<file path="src/sv/i2c_bus_clear_sequencer_core_defines.svh">
// assertion macros used by the bus-clear sequencer rtl
`ifndef I2C_BUS_CLEAR_SEQUENCER_CORE_DEFINES_SVH
`define I2C_BUS_CLEAR_SEQUENCER_CORE_DEFINES_SVH

`ifndef SYNTHESIS

`define I2CBC_ASSERT_IMP(lbl, clk, rstn, ante, cons) \
	lbl: assert property (@(posedge clk) disable iff (!rstn) (ante) |-> (cons)) \
		else $error("i2cbc assertion failed");

`define I2CBC_ASSERT_NEXT(lbl, clk, rstn, ante, cons) \
	lbl: assert property (@(posedge clk) disable iff (!rstn) (ante) |=> (cons)) \
		else $error("i2cbc assertion failed");

`else

`define I2CBC_ASSERT_IMP(lbl, clk, rstn, ante, cons)

`define I2CBC_ASSERT_NEXT(lbl, clk, rstn, ante, cons)

`endif

`endif

</file>
<file path="src/sv/i2cbc_pkg.sv">
// types and constants of the bus-clear sequencer
package i2cbc_pkg;

	localparam int CNT_W       = 4;
	localparam int IN_TDATA_W  = 8;
	localparam int OUT_TDATA_W = 16;

	localparam logic [CNT_W-1:0] MAX_CLOCKS_RST = CNT_W'(9);

	localparam logic KIND_START = 1'b0;
	localparam logic KIND_TICK  = 1'b1;

	typedef enum logic [1:0] {
		OUT_OK      = 2'd0,
		OUT_TIMEOUT = 2'd1,
		OUT_BUSY    = 2'd2
	} outcome_t;

	typedef struct packed {
		logic             scl_pull_low;
		logic             sda_pull_low;
		logic             running;
		logic             finished;
		outcome_t         outcome;
		logic [CNT_W-1:0] clocks_sent;
	} res_t;

endpackage

</file>
<file path="src/sv/i2cbc_fsm.sv">
// recovery sequence state machine: one word in, next state and result out
`include "i2c_bus_clear_sequencer_core_defines.svh"

module i2cbc_fsm (
	input  logic                      clk,
	input  logic                      arst_n,
	input  logic                      en,
	input  logic                      kind,
	input  logic                      scl_level,
	input  logic                      sda_level,
	input  logic [i2cbc_pkg::CNT_W-1:0] max_clocks,
	output i2cbc_pkg::res_t           res
);
	import i2cbc_pkg::*;

	typedef enum logic [2:0] {
		PH_IDLE     = 3'd0,
		PH_SETTLE   = 3'd1,
		PH_CLK_LOW  = 3'd2,
		PH_CLK_HIGH = 3'd3,
		PH_EDGE_A   = 3'd4,
		PH_EDGE_B   = 3'd5,
		PH_SAMPLE   = 3'd6
	} phase_t;

	phase_t           phase_q, phase_d;
	logic [CNT_W-1:0] pulse_q, pulse_d;
	logic             scl_q, scl_d;
	logic             sda_q, sda_d;
	logic             done;
	outcome_t         outc;

	always_comb begin
		phase_d = phase_q;
		pulse_d = pulse_q;
		scl_d   = scl_q;
		sda_d   = sda_q;
		done    = 1'b0;
		outc    = OUT_OK;
		if (kind == KIND_START) begin
			scl_d   = 1'b0;
			sda_d   = 1'b0;
			pulse_d = '0;
			phase_d = PH_SETTLE;
		end else begin
			unique case (phase_q) inside
				PH_SETTLE, PH_CLK_HIGH: begin
					if (phase_q == PH_CLK_HIGH) begin
						pulse_d = pulse_q + CNT_W'(1);
					end
					// check point: stuck clock, another pulse, or start/stop
					if (!scl_level) begin
						scl_d   = 1'b0;
						sda_d   = 1'b0;
						phase_d = PH_IDLE;
						outc    = OUT_TIMEOUT;
						done    = 1'b1;
					end else if (!sda_level && (pulse_d < max_clocks)) begin
						scl_d   = 1'b1;
						phase_d = PH_CLK_LOW;
					end else begin
						sda_d   = 1'b1;
						phase_d = PH_EDGE_A;
					end
				end
				PH_CLK_LOW: begin
					scl_d   = 1'b0;
					phase_d = PH_CLK_HIGH;
				end
				PH_EDGE_A: begin
					scl_d   = 1'b0;
					phase_d = PH_EDGE_B;
				end
				PH_EDGE_B: begin
					sda_d   = 1'b0;
					phase_d = PH_SAMPLE;
				end
				PH_SAMPLE: begin
					outc    = (!scl_level || !sda_level) ? OUT_BUSY : OUT_OK;
					scl_d   = 1'b0;
					sda_d   = 1'b0;
					phase_d = PH_IDLE;
					done    = 1'b1;
				end
				default: begin
					// idle tick: lines stay released, count holds
					phase_d = PH_IDLE;
					scl_d   = 1'b0;
					sda_d   = 1'b0;
				end
			endcase
		end
	end

	always_ff @(posedge clk or negedge arst_n) begin
		if (!arst_n) begin
			phase_q <= PH_IDLE;
			pulse_q <= '0;
			scl_q   <= 1'b0;
			sda_q   <= 1'b0;
		end else if (en) begin
			phase_q <= phase_d;
			pulse_q <= pulse_d;
			scl_q   <= scl_d;
			sda_q   <= sda_d;
		end
	end

	always_comb begin
		res.scl_pull_low = scl_d;
		res.sda_pull_low = sda_d;
		res.running      = (phase_d != PH_IDLE);
		res.finished     = done;
		res.outcome      = done ? outc : OUT_OK;
		res.clocks_sent  = pulse_d;
	end

	`I2CBC_ASSERT_IMP(a_fin_not_running, clk, arst_n, en && res.finished, !res.running)
	`I2CBC_ASSERT_IMP(a_outcome_only_fin, clk, arst_n, en && (res.outcome != OUT_OK), res.finished)
	`I2CBC_ASSERT_NEXT(a_start_clears, clk, arst_n, en && (kind == KIND_START),
		(phase_q == PH_SETTLE) && (pulse_q == '0) && !scl_q && !sda_q)
	`I2CBC_ASSERT_IMP(a_idle_released, clk, arst_n, phase_q == PH_IDLE, !scl_q && !sda_q)

endmodule

</file>
<file path="src/sv/i2c_bus_clear_sequencer_core.sv">
// top level of the i2c bus-clear sequencer
//
//  group   dir  tdata (low bit up)                                 side bits
//  s_axis  in   scl_level, sda_level, pad                          tuser = kind
//  m_axis  out  scl_pull_low, sda_pull_low, running, outcome,      tlast = finished
//               clocks_sent, pad
//  cfg     in   cfg_wr_data = max_clocks                           cfg_wr_en
//
// one word per cycle sustained while the output is not stalled
// an input register feeds the state machine, its result lands in the output register
// the state machine advances on a held input word when that register is empty or being drained
// reset clears all control state and loads max_clocks with nine; no clearing pass
// a stalled output holds its word and backs up into the input register

module i2c_bus_clear_sequencer_core (
	input  logic                                clk,
	input  logic                                arst_n,
	input  logic                                s_axis_tvalid,
	output logic                                s_axis_tready,
	input  logic [i2cbc_pkg::IN_TDATA_W-1:0]    s_axis_tdata,   // scl_level, sda_level
	input  logic                                s_axis_tuser,   // kind
	output logic                                m_axis_tvalid,
	input  logic                                m_axis_tready,
	output logic [i2cbc_pkg::OUT_TDATA_W-1:0]   m_axis_tdata,   // scl, sda, running, outcome, clocks
	output logic                                m_axis_tlast,   // finished
	input  logic                                cfg_wr_en,
	input  logic [i2cbc_pkg::CNT_W-1:0]         cfg_wr_data
);
	import i2cbc_pkg::*;

	logic             valid_s1;
	logic             kind_s1;
	logic             scl_s1;
	logic             sda_s1;
	logic             out_valid_q;
	res_t             out_q;
	res_t             res;
	logic [CNT_W-1:0] max_clocks_q;
	logic             advance;

	assign advance       = valid_s1 && (!out_valid_q || m_axis_tready);
	assign s_axis_tready = !valid_s1 || advance;

	always_ff @(posedge clk or negedge arst_n) begin
		if (!arst_n) begin
			max_clocks_q <= MAX_CLOCKS_RST;
		end else if (cfg_wr_en) begin
			max_clocks_q <= cfg_wr_data;
		end
	end

	always_ff @(posedge clk or negedge arst_n) begin
		if (!arst_n) begin
			valid_s1 <= 1'b0;
		end else if (s_axis_tready) begin
			valid_s1 <= s_axis_tvalid;
		end
	end

	always_ff @(posedge clk) begin
		if (s_axis_tvalid && s_axis_tready) begin
			kind_s1 <= s_axis_tuser;
			scl_s1  <= s_axis_tdata[0];
			sda_s1  <= s_axis_tdata[1];
		end
	end

	i2cbc_fsm u_fsm (
		.clk        (clk),
		.arst_n     (arst_n),
		.en         (advance),
		.kind       (kind_s1),
		.scl_level  (scl_s1),
		.sda_level  (sda_s1),
		.max_clocks (max_clocks_q),
		.res        (res)
	);

	always_ff @(posedge clk or negedge arst_n) begin
		if (!arst_n) begin
			out_valid_q <= 1'b0;
		end else if (advance) begin
			out_valid_q <= 1'b1;
		end else if (m_axis_tready) begin
			out_valid_q <= 1'b0;
		end
	end

	always_ff @(posedge clk) begin
		if (advance) begin
			out_q <= res;
		end
	end

	assign m_axis_tvalid = out_valid_q;
	assign m_axis_tlast  = out_q.finished;
	assign m_axis_tdata  = {7'b0, out_q.clocks_sent, out_q.outcome, out_q.running,
		out_q.sda_pull_low, out_q.scl_pull_low};

endmodule
</file>
<file path="config.mk">
export PLATFORM = sky130hd
export DESIGN_NAME = i2c_bus_clear_sequencer_core
export DESIGN_NICKNAME = d
export VERILOG_FILES = /design/src/sv/i2cbc_pkg.sv /design/src/sv/i2cbc_fsm.sv /design/src/sv/i2c_bus_clear_sequencer_core.sv
export VERILOG_INCLUDE_DIRS = /design/src /design/src/sv
export SDC_FILE = /design/constraint.sdc
export NUM_CORES = 1
export LEC_CHECK = 0
export BUFFER_PORTS_ARGS = -buffer_cell sky130_fd_sc_hd__buf_2
export CORE_AREA = 2 2 69 71
export CTS_BUF_LIST = sky130_fd_sc_hd__clkbuf_8
export CTS_CLUSTER_SIZE = 12
export DETAILED_ROUTE_END_ITERATION = 7
export DIE_AREA = 0 0 71 73
export PLACE_DENSITY = 0.56
export SETUP_SLACK_MARGIN = 0.02
export SLEW_MARGIN = 20
export SYNTH_ARGS = -nofsm -noshare
export SYNTH_HDL_FRONTEND = slang
export SYNTH_SLANG_ARGS = --single-unit
</file>
<file path="constraint.sdc">
create_clock -name clk -period 2.25 [get_ports clk]
set_clock_uncertainty 0.1 [all_clocks]
set_input_delay 0.45 -clock clk [delete_from_list [all_inputs] [get_ports clk]]
set_output_delay 0.45 -clock clk [all_outputs]
set_load 0.03 [all_outputs]
</file>
## Word-level counts from Yosys, hierarchy flattened

Cells that the tools add are included.
Widths: inputs -> output; s select.

- Input port bits: 18
- Bits in registers: 28
- Logic and storage cells: 64
- Output and inout bits: 19

- Mux-type cells: 25
- Magnitude comparators: 1
- Add/sub/neg operators: 1
- Eq/ne operators: 6
- Reduce and logical (&&, ||, !) cells: 15

Operators by type and width:

| kind | number |
|---|---|
| $mux 4 | 5 |
| $pmux 3 s4 | 1 |
| $mux 1 | 11 |
| $eq 3x3->1 const B | 3 |
| $mux 3 | 3 |
| $eq 3x2->1 const B | 2 |
| $pmux 1 s2 | 3 |
| $add 4x1->4 const B | 1 |
| $logic_not 1->1 | 4 |
| $lt 4x4->1 | 1 |
| $pmux 2 s2 | 1 |
| $reduce_or 2->1 | 2 |
| $eq 3x1->1 const B | 1 |
| $logic_and 1x1->1 | 3 |
| $logic_or 1x1->1 | 3 |
| $reduce_bool 3->1 | 1 |
| $mux 2 | 1 |
| $reduce_and 2->1 | 1 |
| $reduce_bool 2->1 | 1 |

## Depth between registers and ports, before layout

- Depth after elaboration: 11
- Mapped depth: 9
- Mapped depth without buffers: 8

## Cells and area by module

From an unflattened synthesis, not the netlist that was laid out.

- Cells, all modules: 124
- Area total of the unflattened synthesis: 1468.9 sq um

Modules (own cells, without submodules):

| module | sequential area each (sq um) | cells an instance | instances | area an instance (sq um) |
|---|---|---|---|---|
| i2cbc_fsm | 225.2 | 87 | 1 | 773.2 |
| i2c_bus_clear_sequencer_core | 543.0 | 37 | 1 | 695.7 |

## Worst setup path before layout

OpenSTA, ideal clock, no wires.

- Kind: flip-flop to flip-flop
- From: register u_fsm.pulse_q[0]
- To: register out_q (netlist bit m_axis_tdata[1]) (data pin)
- Data arrival time: 1912 ps
- Setup time: 269 ps
- Setup slack: -31 ps
- Cell stages (with the launch flop): 8
- Period minus slack after synthesis: 2281 ps
- Buffers on the path: 0
- Required time: 1881 ps
- Cell sequence: dfrtp_1 -> ha_1 -> mux2_4 -> ha_1 -> or3b_1 -> mux2i_2 -> or2_2 -> a31oi_1

RTL lines:

| item | line | source |
|---|---|---|
| start, declared | i2cbc_fsm.sv:27 | `logic [CNT_W-1:0] pulse_q, pulse_d;` |
| start signal, assigned | i2cbc_fsm.sv:103 | `pulse_q <= pulse_d;` |
| end signal, assigned | i2c_bus_clear_sequencer_core.sv:91 | `out_q <= res;` |
| end, declared | i2c_bus_clear_sequencer_core.sv:36 | `res_t out_q;` |

==> results.sh <==
export IMPL_numCtsBuffers=3
export IMPL_ys_seq_area_share_pct=51.6
export IMPL_min_to="sda_s1"
export IMPL_grt_pass1_vias=986
export IMPL_async_flop_share_pct=53.6
export IMPL_drv_cap=0
export IMPL_drt_wl_total_mm=2.88
export IMPL_critical_path_cell_chain="ha_1 -> mux2_4 -> ha_4 -> or3b_4 -> mux2i_4 -> or2_4 -> a31oi_2"
export IMPL_grt_setup_unrepaired="yes"
export IMPL_cp_arrival_ns=2.27
export IMPL_met2_usage_pct=18.7
export IMPL_netlist_area_um2=1490
export IMPL_gr_usage_met3_pct=1.80
export IMPL_cp_max_fo=4
export IMPL_synth_seq_cells=28
export IMPL_timing_final_crit_share_pct=105
export IMPL_grt_pass1_wl_mm=4.65
export IMPL_dieArea_um2=5180
export IMPL_fin_crit_ns=2.37
export IMPL_setup_slack_ns=-0.117
export IMPL_cts_tree="built"
export IMPL_use_met1_pct=15.1
export IMPL_std_cell_rows=25
export IMPL_place_congestion=0.788
export IMPL_hold_viol_final=0
export IMPL_yosys_top_cells_count="dfrtp_1 (13), edfxtp_1 (13), nand2_1 (11), o21ai_0 (10), buf_4 (9)"
export IMPL_syn_to_final_growth_pct=23.4
export IMPL_io_buffers=23
export IMPL_path_clk_slew_ns=0.09
export IMPL_cts_max_path_buffers=2
export IMPL_grt_busiest_layer="met2"
export IMPL_hold_path_class="in2reg"
export IMPL_cp_start_kind="flop"
export IMPL_setup_viol_count_final=4
export IMPL_slew_violations=0
export IMPL_synth_largest_area_cell="edfxtp_1"
export IMPL_vias=1054
export IMPL_dieHeight_um=73
export IMPL_core_um2=4540
export IMPL_yosys_warnings=0
export IMPL_syn_inst=131
export IMPL_ir_drop_mv=0.260
export IMPL_critPathTopFamily="simple AND/OR/NAND/NOR gates"
export IMPL_fmax_ghz=0.422
export IMPL_finalSetupTns_ns=-0.229
export IMPL_violations="negative setup slack"
export IMPL_insertion_delay_ns=0.27
export IMPL_synthTopCellsByArea="edfxtp_1 (26%), dfrtp_1 (22%), buf_4 (4.5%)"
export IMPL_start_util_pct=32.9
export IMPL_criticalPathCategory="reg2reg"
export IMPL_yosys_area_top_type_share_pct=26.2
export IMPL_synth_cell_types=47
export IMPL_dp_hpwl_mm=2.07
export IMPL_grt_usage_pct=11.4
export IMPL_status="finished with violations"
export IMPL_placed_cells=212
export IMPL_num_antenna_cells=0
export IMPL_dp_slack_ns=-0.131
export IMPL_holdPathStages=1
export IMPL_ios=37
export IMPL_p_leak_uw=0.000819
export IMPL_layout_drive_gt1_share_pct=38.0
export IMPL_synth_edf_count=13
export IMPL_cp_num_buf_inv=0
export IMPL_cts_root_buf="clkbuf_8"
export IMPL_stdcell_count=220
export IMPL_grt_max_degree=16
export IMPL_grt_antenna_before_repair=0
export IMPL_route_detailed_drc=0
export IMPL_via_per_inst=4.79
export IMPL_reg2reg_slack_ns=-0.12
export IMPL_first_pass_iters=4
export IMPL_worstReg2RegEnd="m_axis_tdata[1]"
export IMPL_hp_start="s_axis_tdata[1]"
export IMPL_powerDensity_nw_per_um2=664
export IMPL_reg2reg_from="u_fsm.pulse_q[0]"
export IMPL_slowest_stage="dfrtp_1"
export IMPL_nNetsFinal=189
export IMPL_dr_first_iter_drc_count=47
export IMPL_synth_flop_cell="edfxtp_1"
export IMPL_wl_per_cell_um=13.1
export IMPL_grt_ovfl_total=0
export IMPL_ant_nets=0
export IMPL_endpoint_kind="flop"
export IMPL_synth_avg_cell_area_um2=11.4
export IMPL_cts_sinks=28
export IMPL_h_tree_depth=1
export IMPL_die_w_um=71
export IMPL_required_ns=2.16
export IMPL_cp_slowest_stage_delay_ns=0.39
export IMPL_ff2ff_path_depth=7
## per-stage QoR
stage                     util, %  hold WS (ns)  total power, uW  cell area [um2]
after floorplan                 -        0.0544              834             1520
after global placement       37.4         0.286              893             1700
after detailed placement     37.4         0.291              901             1700
after CTS                    39.9         0.247             1230             1810
after global routing         40.6         0.242             1280             1840
final                        40.6         0.255             1220             1840
## worst max-delay path by stage
stage                     start              end  slack [ns]  cells after the start
6_report       u_fsm.pulse_q[0]  m_axis_tdata[1]       -0.12                      7
5_1_grt        u_fsm.pulse_q[0]  m_axis_tdata[0]       -0.20                      7
4_1_cts        u_fsm.pulse_q[0]  m_axis_tdata[1]       -0.09                      7
3_5_place_dp   u_fsm.pulse_q[1]  m_axis_tdata[1]       -0.13                      7
3_3_place_gp   u_fsm.pulse_q[1]  m_axis_tdata[1]       -0.09                      7
2_1_floorplan  u_fsm.pulse_q[0]  m_axis_tdata[1]       -0.01                      7
## cell families (layout without fill, tap and decap cells)
group	Yosys count	after routing	synth area share (%)
AOI/OAI and AO/OA	26	26	11.4
xor gates and xnor gates	3	3	1.76
adders and majority gates	4	4	3.36
buffers and inverters	19	48	7.14
DFF	28	28	51.6
muxes	9	9	7.39
other	1	7	0.252
and+or+nand+nor	41	41	17.1
## sequential cells by signal, summed over array words and instances (netlist names)
name,count
scl_s1,1
max_clocks_q,4
u_fsm.phase_q,3
u_fsm.scl_q,1
sda_s1,1
m_axis_tlast,1
u_fsm.pulse_q,4
m_axis_tdata,9
valid_s1,1
u_fsm.sda_q,1
kind_s1,1
m_axis_tvalid,1
## what timing repair did
item | CTS | global route
resized for setup | 6 | 4
endpoints found under the hold margin | 13 | 0
hold buffers | 1 | 0
buffers inserted | 2 | 1
pin swaps | 8 | 2
endpoints found under the setup margin | 6 | 6
## cells in the final DEF (no fill, tap or decap), types with 3 or more instances in the layout
master and instances:
and2_1 3, buf_2 23, buf_4 13, clkbuf_8 4, conb_1 7, dfrtp_1 13, edfxtp_1 13, inv_1 6
mux2_2 5, nand2_1 11, nand2b_1 3, nand3_1 3, nor2_1 3, o211ai_1 4, o21ai_0 8
## layer usage
layer  vias to the layer above  part of all wire, %
met5                         -                    0
met4                         0                  1.5
met3                         4                  3.6
met2                        29                   50
met1                       496                   45
li1                        525                    -
## layout make-up
| type | count | area [um2] |
|---|---|---|
| clock buffers | 4 | 55.1 |
| fillers | 433 | 2700 |
| inverters | 7 | 26.3 |
| multi-input cells | 90 | 699 |
| flip-flops and latches | 28 | 768 |
| well taps | 54 | 67.6 |
| repair buffers | 37 | 223 |
## where the power goes
group | switching, uW | internal [uW]
Combinational | 181 | 123
Clock | 149 | 156
Sequential | 26.6 | 587
Total | 356 | 866
Power figures use the tool's default switching activity.
